## src/hdl/acaa_pkg.sv

```systemverilog
// ----------------------------------------------------------------------------
// acaa_pkg: shared definitions of the aligned CPU affinity allocator
// Widths, register indexes, controller states and the command and status
// bundles that pass between the controller and the datapath.
// ----------------------------------------------------------------------------
package acaa_pkg;

  localparam int MAX_THREADS = 64;
  localparam int OWNER_BITS  = 16;
  localparam int IDX_W       = $clog2(MAX_THREADS);
  localparam int CNT_W       = 7;
  localparam int MEM_W       = 24;
  localparam int CFG_IDX_W   = 3;

  typedef enum logic [CFG_IDX_W-1:0] {
    CFG_THREAD_TOTAL = 3'd0,
    CFG_CORE_TOTAL   = 3'd1,
    CFG_SOCKET_TOTAL = 3'd2,
    CFG_MEMORY_TOTAL = 3'd3,
    CFG_SLOT_TOTAL   = 3'd4
  } cfg_idx_t;

  localparam logic MODE_ALLOC   = 1'b0;
  localparam logic MODE_RELEASE = 1'b1;

  typedef enum logic [3:0] {
    ST_IDLE,
    ST_DECIDE,
    ST_DIV_LOAD,
    ST_DIV_RUN,
    ST_ALIGN,
    ST_SEARCH,
    ST_BIND,
    ST_REL_SCAN,
    ST_REL_DRAIN,
    ST_FINISH
  } ctrl_state_t;

  typedef struct packed {
    logic ready;
    logic accept;
    logic div_load;
    logic div_step;
    logic align_init;
    logic search_step;
    logic bind_step;
    logic rel_issue;
    logic load_out;
  } acaa_cmd_t;

  typedef struct packed {
    logic mode_rel;
    logic bind_cand;
    logic owner_nz;
    logic n_zero;
    logic div_last;
    logic div_sel_sock;
    logic search_end;
    logic search_fit;
    logic bind_last;
    logic rel_last;
  } acaa_sts_t;

endpackage

```

## src/hdl/aligned_cpu_affinity_allocator_unit.sv

```systemverilog
// ----------------------------------------------------------------------------
// aligned_cpu_affinity_allocator_unit: per-host CPU, memory and slot allocator
// Allocates counters and binds aligned contiguous CPU runs to an owner tag;
// release returns counters and frees every CPU carrying the tag.
// ----------------------------------------------------------------------------
//  Channel   Direction  Handshake            Payload
//  in_       input      in_valid/in_ready    mode, owner_id, cpus_req, memory_req
//  out_      output     out_valid/out_ready  status, bound, first_cpu, *_left
//  cfg_      input      cfg_valid/cfg_ready  cfg_index, cfg_data
//
//  One item at a time. A release scans one owner entry a cycle over the thread
//  count, up to 64. An allocate that searches runs the two 7-step quotient
//  divisions, then the one-window-a-cycle search over the aligned positions
//  (up to 64, one more when no run fits), then binds its CPUs (up to 64)
//  through the single owner memory write port. Reset is synchronous and needs
//  no clearing pass. A waiting result does not block acceptance of the next
//  item.
// ----------------------------------------------------------------------------
module aligned_cpu_affinity_allocator_unit
  import acaa_pkg::*;
(
  input  logic                 clk,
  input  logic                 rst_n,
  input  logic                 in_valid,
  output logic                 in_ready,
  input  logic                 in_mode,
  input  logic [15:0]          in_owner_id,
  input  logic [CNT_W-1:0]     in_cpus_req,
  input  logic [MEM_W-1:0]     in_memory_req,
  output logic                 out_valid,
  input  logic                 out_ready,
  output logic                 out_status,
  output logic                 out_bound,
  output logic [5:0]           out_first_cpu,
  output logic [MEM_W-1:0]     out_memory_left,
  output logic [CNT_W-1:0]     out_cpus_left,
  output logic [CNT_W-1:0]     out_slots_left,
  input  logic                 cfg_valid,
  output logic                 cfg_ready,
  input  logic [CFG_IDX_W-1:0] cfg_index,
  input  logic [MEM_W-1:0]     cfg_data
);

  acaa_cmd_t cmd;
  acaa_sts_t sts;

  acaa_ctrl u_ctrl (
    .clk       (clk),
    .rst_n     (rst_n),
    .in_valid  (in_valid),
    .out_ready (out_ready),
    .sts       (sts),
    .cmd       (cmd),
    .out_valid (out_valid)
  );

  acaa_dpath u_dpath (
    .clk             (clk),
    .rst_n           (rst_n),
    .cmd             (cmd),
    .sts             (sts),
    .in_mode         (in_mode),
    .in_owner_id     (in_owner_id),
    .in_cpus_req     (in_cpus_req),
    .in_memory_req   (in_memory_req),
    .cfg_valid       (cfg_valid),
    .cfg_index       (cfg_index),
    .cfg_data        (cfg_data),
    .out_status      (out_status),
    .out_bound       (out_bound),
    .out_first_cpu   (out_first_cpu),
    .out_memory_left (out_memory_left),
    .out_cpus_left   (out_cpus_left),
    .out_slots_left  (out_slots_left)
  );

  assign in_ready  = cmd.ready;
  assign cfg_ready = cmd.ready;

  // A refused allocate never reports a bound run.
  a_refused_unbound : assert property (@(posedge clk) disable iff (!rst_n)
    out_valid && out_status |-> !out_bound && (out_first_cpu == '0))
    else $error("refused allocate reports a bound CPU run");

  // The block is not ready in the cycle after a transfer in.
  a_busy_after_accept : assert property (@(posedge clk) disable iff (!rst_n)
    in_valid && in_ready |=> !in_ready && !cfg_ready)
    else $error("block ready again right after accepting an item");

  // A window fit during the search never belongs to a release item.
  a_bound_only_on_bind : assert property (@(posedge clk) disable iff (!rst_n)
    sts.search_fit && cmd.search_step |=> !sts.bind_cand || !sts.mode_rel)
    else $error("window fit seen on a release item");

endmodule

```

## src/hdl/acaa_ctrl.sv

```systemverilog
// ----------------------------------------------------------------------------
// acaa_ctrl: allocator sequencer
// Steps one item through decode, quotient division, aligned search, binding
// or release scan, and hands the result to the output register.
// ----------------------------------------------------------------------------
module acaa_ctrl
  import acaa_pkg::*;
(
  input  logic      clk,
  input  logic      rst_n,
  input  logic      in_valid,
  input  logic      out_ready,
  input  acaa_sts_t sts,
  output acaa_cmd_t cmd,
  output logic      out_valid
);

  ctrl_state_t state_r, state_nxt;
  logic        out_valid_r, out_valid_nxt;

  always_ff @(posedge clk) begin
    if (!rst_n) begin
      state_r     <= ST_IDLE;
      out_valid_r <= 1'b0;
    end else begin
      state_r     <= state_nxt;
      out_valid_r <= out_valid_nxt;
    end
  end

  always_comb begin
    state_nxt     = state_r;
    out_valid_nxt = out_valid_r && !out_ready;
    cmd           = '0;
    case (state_r)
      ST_IDLE: begin
        cmd.ready  = 1'b1;
        cmd.accept = in_valid;
        if (in_valid) begin
          state_nxt = ST_DECIDE;
        end
      end
      ST_DECIDE: begin
        if (sts.mode_rel) begin
          if (sts.owner_nz && !sts.n_zero) begin
            state_nxt = ST_REL_SCAN;
          end else begin
            state_nxt = ST_FINISH;
          end
        end else if (sts.bind_cand) begin
          state_nxt = ST_DIV_LOAD;
        end else begin
          state_nxt = ST_FINISH;
        end
      end
      ST_DIV_LOAD: begin
        cmd.div_load = 1'b1;
        state_nxt    = ST_DIV_RUN;
      end
      ST_DIV_RUN: begin
        cmd.div_step = 1'b1;
        if (sts.div_last) begin
          // The core quotient comes first, then the socket quotient.
          state_nxt = sts.div_sel_sock ? ST_ALIGN : ST_DIV_LOAD;
        end
      end
      ST_ALIGN: begin
        cmd.align_init = 1'b1;
        state_nxt      = ST_SEARCH;
      end
      ST_SEARCH: begin
        cmd.search_step = 1'b1;
        if (sts.search_fit) begin
          state_nxt = ST_BIND;
        end else if (sts.search_end) begin
          state_nxt = ST_FINISH;
        end
      end
      ST_BIND: begin
        cmd.bind_step = 1'b1;
        if (sts.bind_last) begin
          state_nxt = ST_FINISH;
        end
      end
      ST_REL_SCAN: begin
        cmd.rel_issue = 1'b1;
        if (sts.rel_last) begin
          state_nxt = ST_REL_DRAIN;
        end
      end
      ST_REL_DRAIN: begin
        state_nxt = ST_FINISH;
      end
      ST_FINISH: begin
        if (!out_valid_r || out_ready) begin
          cmd.load_out  = 1'b1;
          out_valid_nxt = 1'b1;
          state_nxt     = ST_IDLE;
        end
      end
      default: begin
        state_nxt = ST_IDLE;
      end
    endcase
  end

  assign out_valid = out_valid_r;

endmodule

```

## src/hdl/acaa_dpath.sv

```systemverilog
// ----------------------------------------------------------------------------
// acaa_dpath: allocator datapath
// Configuration and free counters, the serial quotient divider, the busy map
// with its owner memory, the aligned window search and the result register.
// ----------------------------------------------------------------------------
module acaa_dpath
  import acaa_pkg::*;
(
  input  logic                 clk,
  input  logic                 rst_n,
  input  acaa_cmd_t            cmd,
  output acaa_sts_t            sts,
  input  logic                 in_mode,
  input  logic [15:0]          in_owner_id,
  input  logic [CNT_W-1:0]     in_cpus_req,
  input  logic [MEM_W-1:0]     in_memory_req,
  input  logic                 cfg_valid,
  input  logic [CFG_IDX_W-1:0] cfg_index,
  input  logic [MEM_W-1:0]     cfg_data,
  output logic                 out_status,
  output logic                 out_bound,
  output logic [5:0]           out_first_cpu,
  output logic [MEM_W-1:0]     out_memory_left,
  output logic [CNT_W-1:0]     out_cpus_left,
  output logic [CNT_W-1:0]     out_slots_left
);

  // Configuration and counters.
  logic [CNT_W-1:0] thread_total_r, core_total_r, socket_total_r, slot_total_r;
  logic [MEM_W-1:0] memory_total_r;
  logic [MEM_W-1:0] free_memory_r, free_memory_nxt;
  logic [CNT_W-1:0] free_cpus_r, free_cpus_nxt;
  logic [CNT_W-1:0] free_slots_r, free_slots_nxt;

  // Item registers.
  logic                  mode_r, refused_r, bind_cand_r, bound_r;
  logic [OWNER_BITS-1:0] owner_r;
  logic [CNT_W-1:0]      cpus_r;
  logic [IDX_W-1:0]      first_r;

  // Divider.
  logic [CNT_W-1:0] div_rem_r, div_quo_r, div_dvs_r, div_dnd_r;
  logic [2:0]       div_cnt_r;
  logic             div_sel_r;
  logic [CNT_W-1:0] tpc_r, tps_r;
  logic [CNT_W:0]   div_trial;
  logic             div_ge;
  logic [CNT_W-1:0] div_q_final, div_units;

  // Search, binding and release.
  logic [MAX_THREADS-1:0] busy_r, win_mask_r, window;
  logic [CNT_W-1:0]       align_r;
  logic [CNT_W:0]         pos_r;
  logic [IDX_W-1:0]       bind_idx_r;
  logic [CNT_W-1:0]       bind_left_r;
  logic [CNT_W-1:0]       rel_idx_r;
  logic                   cmp_vld_r;
  logic [IDX_W-1:0]       cmp_idx_r;
  logic [OWNER_BITS-1:0]  owner_mem [MAX_THREADS];
  logic [OWNER_BITS-1:0]  mem_q_r;
  logic [CNT_W-1:0]       n_cpu;
  logic                   in_range, fits_len, refused_now, cfg_we;
  logic [CNT_W+1:0]       run_end;

  // Output register.
  logic                   out_status_r, out_bound_r;
  logic [5:0]             out_first_r;
  logic [MEM_W-1:0]       out_mem_r;
  logic [CNT_W-1:0]       out_cpus_r, out_slots_r;

  assign n_cpu = (thread_total_r > CNT_W'(MAX_THREADS)) ? CNT_W'(MAX_THREADS) : thread_total_r;
  assign cfg_we = cfg_valid && cmd.ready;
  assign refused_now = (in_mode == MODE_ALLOC) &&
                       ((free_memory_r < in_memory_req) || (free_cpus_r < in_cpus_req));

  // Counter update on accept, then register writes, which also reload counters.
  always_comb begin
    logic [MEM_W:0]   msum;
    logic [CNT_W:0]   csum, ssum;
    msum            = {1'b0, free_memory_r} + {1'b0, in_memory_req};
    csum            = {1'b0, free_cpus_r} + {1'b0, in_cpus_req};
    ssum            = {1'b0, free_slots_r} + {{CNT_W{1'b0}}, 1'b1};
    free_memory_nxt = free_memory_r;
    free_cpus_nxt   = free_cpus_r;
    free_slots_nxt  = free_slots_r;
    if (cmd.accept) begin
      if (in_mode == MODE_RELEASE) begin
        free_memory_nxt = (msum > {1'b0, memory_total_r}) ? memory_total_r : msum[MEM_W-1:0];
        free_cpus_nxt   = (csum > {1'b0, thread_total_r}) ? thread_total_r : csum[CNT_W-1:0];
        free_slots_nxt  = (ssum > {1'b0, slot_total_r}) ? slot_total_r : ssum[CNT_W-1:0];
      end else if (!refused_now) begin
        free_memory_nxt = free_memory_r - in_memory_req;
        free_cpus_nxt   = free_cpus_r - in_cpus_req;
        if (free_slots_r != '0) begin
          free_slots_nxt = free_slots_r - 1'b1;
        end
      end
    end
    if (cfg_we) begin
      case (cfg_index)
        CFG_THREAD_TOTAL: free_cpus_nxt   = cfg_data[CNT_W-1:0];
        CFG_MEMORY_TOTAL: free_memory_nxt = cfg_data;
        CFG_SLOT_TOTAL:   free_slots_nxt  = cfg_data[CNT_W-1:0];
        default: ;
      endcase
    end
  end

  always_ff @(posedge clk) begin
    if (!rst_n) begin
      thread_total_r <= CNT_W'(64);
      core_total_r   <= CNT_W'(32);
      socket_total_r <= CNT_W'(2);
      memory_total_r <= '0;
      slot_total_r   <= CNT_W'(1);
      free_memory_r  <= '0;
      free_cpus_r    <= CNT_W'(64);
      free_slots_r   <= CNT_W'(1);
    end else begin
      free_memory_r <= free_memory_nxt;
      free_cpus_r   <= free_cpus_nxt;
      free_slots_r  <= free_slots_nxt;
      if (cfg_we) begin
        case (cfg_index)
          CFG_THREAD_TOTAL: thread_total_r <= cfg_data[CNT_W-1:0];
          CFG_CORE_TOTAL:   core_total_r   <= cfg_data[CNT_W-1:0];
          CFG_SOCKET_TOTAL: socket_total_r <= cfg_data[CNT_W-1:0];
          CFG_MEMORY_TOTAL: memory_total_r <= cfg_data;
          CFG_SLOT_TOTAL:   slot_total_r   <= cfg_data[CNT_W-1:0];
          default: ;
        endcase
      end
    end
  end

  // Restoring divider: thread_total over cores or sockets, one bit a cycle.
  assign div_units   = div_sel_r ? socket_total_r : core_total_r;
  assign div_trial   = {div_rem_r, div_dnd_r[CNT_W-1]};
  assign div_ge      = div_trial >= {1'b0, div_dvs_r};
  assign div_q_final = {div_quo_r[CNT_W-2:0], div_ge};

  always_ff @(posedge clk) begin
    if (cmd.accept) begin
      div_sel_r <= 1'b0;
    end
    if (cmd.div_load) begin
      div_rem_r <= '0;
      div_quo_r <= '0;
      div_dnd_r <= thread_total_r;
      div_cnt_r <= '0;
      // With no units the quotient is the thread count itself.
      div_dvs_r <= (div_units == '0) ? CNT_W'(1) : div_units;
    end
    if (cmd.div_step) begin
      div_rem_r <= div_ge ? CNT_W'(div_trial - {1'b0, div_dvs_r}) : div_trial[CNT_W-1:0];
      div_quo_r <= div_q_final;
      div_dnd_r <= {div_dnd_r[CNT_W-2:0], 1'b0};
      div_cnt_r <= div_cnt_r + 1'b1;
      if (div_cnt_r == 3'(CNT_W - 1)) begin
        if (div_sel_r) begin
          tps_r <= (div_q_final == '0) ? CNT_W'(1) : div_q_final;
        end else begin
          tpc_r <= (div_q_final == '0) ? CNT_W'(1) : div_q_final;
        end
        div_sel_r <= ~div_sel_r;
      end
    end
  end

  // Aligned window search over the busy map.
  assign window   = (busy_r >> pos_r[IDX_W-1:0]) & win_mask_r;
  assign run_end  = {1'b0, pos_r} + {2'b00, cpus_r};
  assign in_range = pos_r < {1'b0, n_cpu};
  assign fits_len = run_end <= {2'b00, n_cpu};

  always_ff @(posedge clk) begin
    if (cmd.accept) begin
      mode_r      <= in_mode;
      owner_r     <= in_owner_id[OWNER_BITS-1:0];
      cpus_r      <= in_cpus_req;
      refused_r   <= refused_now;
      bind_cand_r <= (in_mode == MODE_ALLOC) && !refused_now &&
                     (in_cpus_req > CNT_W'(1)) && (in_owner_id != '0);
      bound_r     <= 1'b0;
      first_r     <= '0;
      rel_idx_r   <= '0;
    end
    if (cmd.align_init) begin
      pos_r <= '0;
      if (cpus_r >= tps_r) begin
        align_r <= tps_r;
      end else if (cpus_r >= tpc_r) begin
        align_r <= tpc_r;
      end else begin
        align_r <= CNT_W'(1);
      end
      if (cpus_r >= CNT_W'(MAX_THREADS)) begin
        win_mask_r <= '1;
      end else begin
        win_mask_r <= ({{(MAX_THREADS-1){1'b0}}, 1'b1} << cpus_r[IDX_W-1:0])
                      - {{(MAX_THREADS-1){1'b0}}, 1'b1};
      end
    end
    if (cmd.search_step) begin
      if (in_range && fits_len && (window == '0)) begin
        bound_r     <= 1'b1;
        first_r     <= pos_r[IDX_W-1:0];
        bind_idx_r  <= pos_r[IDX_W-1:0];
        bind_left_r <= cpus_r;
      end else begin
        pos_r <= pos_r + {1'b0, align_r};
      end
    end
    if (cmd.bind_step) begin
      bind_idx_r  <= bind_idx_r + 1'b1;
      bind_left_r <= bind_left_r - 1'b1;
    end
    if (cmd.rel_issue) begin
      rel_idx_r <= rel_idx_r + 1'b1;
      cmp_idx_r <= rel_idx_r[IDX_W-1:0];
    end
  end

  // Owner memory: one write port for binding, one registered read for release.
  always_ff @(posedge clk) begin
    if (cmd.bind_step) begin
      owner_mem[bind_idx_r] <= owner_r;
    end
    mem_q_r <= owner_mem[rel_idx_r[IDX_W-1:0]];
  end

  // Busy bits act as entry valid bits; a cleared entry reads as free.
  always_ff @(posedge clk) begin
    if (!rst_n) begin
      busy_r    <= '0;
      cmp_vld_r <= 1'b0;
    end else begin
      cmp_vld_r <= cmd.rel_issue;
      if (cmd.bind_step) begin
        busy_r[bind_idx_r] <= 1'b1;
      end
      if (cmp_vld_r && busy_r[cmp_idx_r] && (mem_q_r == owner_r)) begin
        busy_r[cmp_idx_r] <= 1'b0;
      end
    end
  end

  always_ff @(posedge clk) begin
    if (cmd.load_out) begin
      out_status_r <= refused_r;
      out_bound_r  <= bound_r;
      out_first_r  <= first_r;
      out_mem_r    <= free_memory_r;
      out_cpus_r   <= free_cpus_r;
      out_slots_r  <= free_slots_r;
    end
  end

  always_comb begin
    sts              = '0;
    sts.mode_rel     = (mode_r == MODE_RELEASE);
    sts.bind_cand    = bind_cand_r;
    sts.owner_nz     = (owner_r != '0);
    sts.n_zero       = (n_cpu == '0);
    sts.div_last     = (div_cnt_r == 3'(CNT_W - 1));
    sts.div_sel_sock = div_sel_r;
    sts.search_end   = !in_range;
    sts.search_fit   = in_range && fits_len && (window == '0);
    sts.bind_last    = (bind_left_r == CNT_W'(1));
    sts.rel_last     = ((rel_idx_r + 1'b1) == n_cpu);
  end

  assign out_status      = out_status_r;
  assign out_bound       = out_bound_r;
  assign out_first_cpu   = out_first_r;
  assign out_memory_left = out_mem_r;
  assign out_cpus_left   = out_cpus_r;
  assign out_slots_left  = out_slots_r;

endmodule

```

## config.mk

```make
export PLATFORM = sky130hd
export DESIGN_NAME = aligned_cpu_affinity_allocator_unit
export DESIGN_NICKNAME = d
export VERILOG_FILES = /design/src/hdl/acaa_pkg.sv /design/src/hdl/aligned_cpu_affinity_allocator_unit.sv /design/src/hdl/acaa_ctrl.sv /design/src/hdl/acaa_dpath.sv
export SDC_FILE = /design/constraint.sdc
export NUM_CORES = 2
export LEC_CHECK = 0
export ABC_AREA = 1
export ABC_CLOCK_PERIOD_IN_PS = 7900
export BUFFER_PORTS_ARGS = -buffer_cell sky130_fd_sc_hd__buf_4
export CAP_MARGIN = 15
export CORE_UTILIZATION = 55
export CTS_CLUSTER_DIAMETER = 100
export DETAILED_ROUTE_END_ITERATION = 8
export MAX_ROUTING_LAYER = met4
export PLACE_DENSITY = 0.71
export SYNTH_ARGS = -nofsm -noshare
export SYNTH_HDL_FRONTEND = slang
export SYNTH_HIERARCHICAL = 1
export SYNTH_SLANG_ARGS = --single-unit
```

## constraint.sdc

```tcl
create_clock -name clk -period 7.9 [get_ports clk]
set_clock_uncertainty 0.15 [all_clocks]
set_input_delay 0.79 -clock clk [delete_from_list [all_inputs] [get_ports clk]]
set_output_delay 0.79 -clock clk [all_outputs]
set_load 0.005 [all_outputs]
```

==> impl_metrics.tcl <==
set metrics [dict create \
    min_delay_path_depth 1 \
    synth_area_leaders "edfxtp_1 54%, nand2_1 6.5%, dfxtp_1 5.6%" \
    finalSetupViolCount 0 \
    firstDrtPassIters 8 \
    start_util_pct 55.6 \
    synth_top_area_share_pct 53.8 \
    synth-main-ff-cell "edfxtp_1" \
    finalHoldViolCount 0 \
    status "finished clean" \
    setup_tns_ps 0 \
    grt_use_total_pct 33.8 \
    top_usage_layer "met2" \
    cpPeakStageDelay_ps 750 \
    r2r_start "u_dpath/free_memory_r[0]$_SDFF_PN0_" \
    critPathSlowestCell "nand2_2" \
    clk_pin_slew_worst_paths_ps 60 \
    wl_per_cell_um 23.5 \
    port_buffers 128 \
    cts_htree_levels 4 \
    netlist_instances 7193 \
    synthesis.nets 7438 \
    p_leak_uw 0.0286 \
    period_needed_ps 5650 \
    min_to "u_dpath/owner_r[8]$_DFFE_PP_" \
    rrSetupSlack_ps 2250 \
    yosys_warnings 6 \
    timing.critical_path.buf_inv 3 \
    synth_seq_cells 1429 \
    root_buffer "clkbuf_16" \
    dpl.hpwl_mm 133 \
    dieWidth_um 356 \
    finalMaxSlewViolations 0 \
    cts-resized-gates 0 \
    gp_congestion 0.989 \
    cp-end-kind "flip-flop" \
    whs_ps 61.3 \
    tightestPinTransition_ps 1280 \
    dieArea_um2 127000 \
    first_iter_violations 7400 \
    clkLatencyLatePin_ps 800 \
    total_power_uw 24400 \
    final_util_pct 61.4 \
    syn_area_per_cell_um2 9.58 \
    critPathRequiredTime_ps 8370 \
    synth_cell_types 60 \
    fmax_ghz 0.177 \
    yosys.area.top_type "edfxtp_1" \
    via_per_inst 6.13 \
    relSlewSlack_pct 13.7 \
    vdd_drop_max_uv 279 \
    yosysMostFrequentCell "edfxtp_1" \
    grt_use_met1_pct 44.4 \
    cts_buffer_depth 3 \
    rows 129 \
    critPathKind "flip-flop to flip-flop" \
    period_share_pct 71.5 \
    antenna_found_initial 5 \
    final_nets 7428 \
    power_density_nw_per_um2 320 \
    met2_usage_pct 52.6 \
    grt_pass1_vias 51100 \
    grt_pass1_wl_mm 314 \
    drt-total-wl_mm 210 \
    cts-buffers-inserted 147 \
    drv_cap 0 \
    drive_above_1_share_pct 8.00 \
    synth_edf_count 1236 \
    overflow 0 \
    hp-start "in_owner_id[8]" \
    cpMostUsedCell "nand2_1" \
    r2r-end "u_dpath/free_memory_r[7]$_SDFF_PN0_" \
    grt.met3_usage_pct 5.64 \
    crit_arrival_ps 6110 \
    cp_max_fo 29 \
    syn_to_final_growth_pct 10.5 \
    stdcell_count 8937 \
    hold_path_class "primary input to flip-flop" \
    tritoncts "yes" \
    seq_area_frac_synth_pct 59.4 \
    startpoint_type "flip-flop" \
    postRouteAntennaNets 0 \
    placed_cells 8657 \
    die_h_um 356 \
    core-area_um2 124000 \
    crit_family "simple AND/OR/NAND/NOR gates" \
    drc 0 \
    r2r_cells 29 \
    num_vias 54800 \
    io_pins 129 \
    critPathLaunch "u_dpath/free_memory_r[0]$_SDFF_PN0_" \
    grt_max_degree 190 \
    netlist_top_cells_count "1,236 x edfxtp_1, 1,198 x nand2_1, 1,029 x nor2_1" \
    rsz0062_at_grt "false" \
    synth_async_sr_flop_share_pct 0 \
    netlist_area_um2 68900 \
    clock-sinks 1429 \
]
## logic make-up after synthesis
| kind of cell | Yosys count | share of synthesized area, % |
|---|---|---|
| compound gates | 1401 | 11.6 |
| xor+xnor | 83 | 1.05 |
| flops | 1429 | 59.4 |
| buf+inv | 938 | 5.34 |
| fa+ha+maj | 165 | 3.07 |
| simple gates | 3177 | 19.5 |
## flip-flops by register name (all words and copies together) (netlist names), 8 cells and up
| register | cells |
|---|---|
| u_dpath/busy_r | 64 |
| u_dpath/free_memory_r | 24 |
| u_dpath/mem_q_r | 16 |
| u_dpath/memory_total_r | 24 |
| u_dpath/out_memory_left | 24 |
| u_dpath/owner_mem | 1024 |
| u_dpath/owner_r | 16 |
| u_dpath/pos_r | 8 |
| u_dpath/win_mask_r | 64 |
## how the worst max path moves through the flow
| stage | endpoint | depth (start not counted) | slack (ps) |
|---|---|---|---|
| global route | u_dpath/free_memory_r[7]$_SDFF_PN0_ | 29 | 1870 |
| floorplan | u_dpath/out_bound$_DFFE_PP_ | 2 | 1980 |
| finish | u_dpath/free_memory_r[7]$_SDFF_PN0_ | 29 | 2250 |
| global placement | u_dpath/free_memory_r[0]$_SDFF_PN0_ | 30 | 1970 |
| detailed placement | u_dpath/free_memory_r[0]$_SDFF_PN0_ | 30 | 2020 |
| CTS | u_dpath/free_memory_r[7]$_SDFF_PN0_ | 29 | 2380 |
## metal layers
layer,vias up,part of all wire (%)
li1,25200,-
met1,26300,40
met3,449,9.6
met5,-,0
met2,2861,47
met4,0,4.0
## timing repair
| item | CTS | global route |
|---|---|---|
| buffers inserted | 0 | 0 |
| endpoints found under the setup margin | 0 | 0 |
| hold buffers | 11 | 0 |
| endpoints found under the hold margin | 11 | 0 |
## cell usage in the layout (no fill, tap or decap), types with 24 or more instances in the layout
cell	n
a21oi_1	246
buf_4	235
clkbuf_1	33
clkbuf_16	149
clkinv_1	32
dfxtp_1	189
edfxtp_1	1236
ha_1	158
inv_1	489
inv_2	24
nand2_1	1198
nand3_1	695
nand4_1	132
nor2_1	970
nor2_2	63
nor3_1	44
o211ai_1	44
o21ai_0	742
o221ai_1	103
o22ai_1	160
xor2_1	70
## worst reg2reg max path: cells and delay by family (launching register included)
family	cells	cell delay (ps)
DFF	1	420
xor gates and xnor gates	1	190
AOI/OAI and AO/OA	3	680
adders and majority gates	3	900
buffers and inverters	3	220
and+or+nand+nor	19	2910
## through the flow
step | worst slack, ps | instance area (um2)
final | 2250 | 76200
after global routing | 1870 | 76200
after CTS | 2380 | 76100
after detailed placement | 2020 | 71400
after global placement | 1970 | 71300
after floorplan | 1980 | 68900
## area by class of cell
| type | instances | area, um2 |
|---|---|---|
| clock buffers | 188 | 3940 |
| clock inverters | 74 | 676 |
| flip-flops and latches | 1429 | 41000 |
| inverters | 523 | 1980 |
| repair buffers | 256 | 2060 |
| well taps | 1637 | 2050 |
| fillers | 10200 | 47800 |
| diodes | 4 | 10.0 |
| multi-input cells | 4826 | 24500 |
## where the power goes
part | switching, uW | total [uW] | internal (uW)
clock network | 2950 | 6750 | 3800
registers | 394 | 9390 | 8990
logic | 5910 | 8220 | 2310
(Power assumes the default switching activity.)
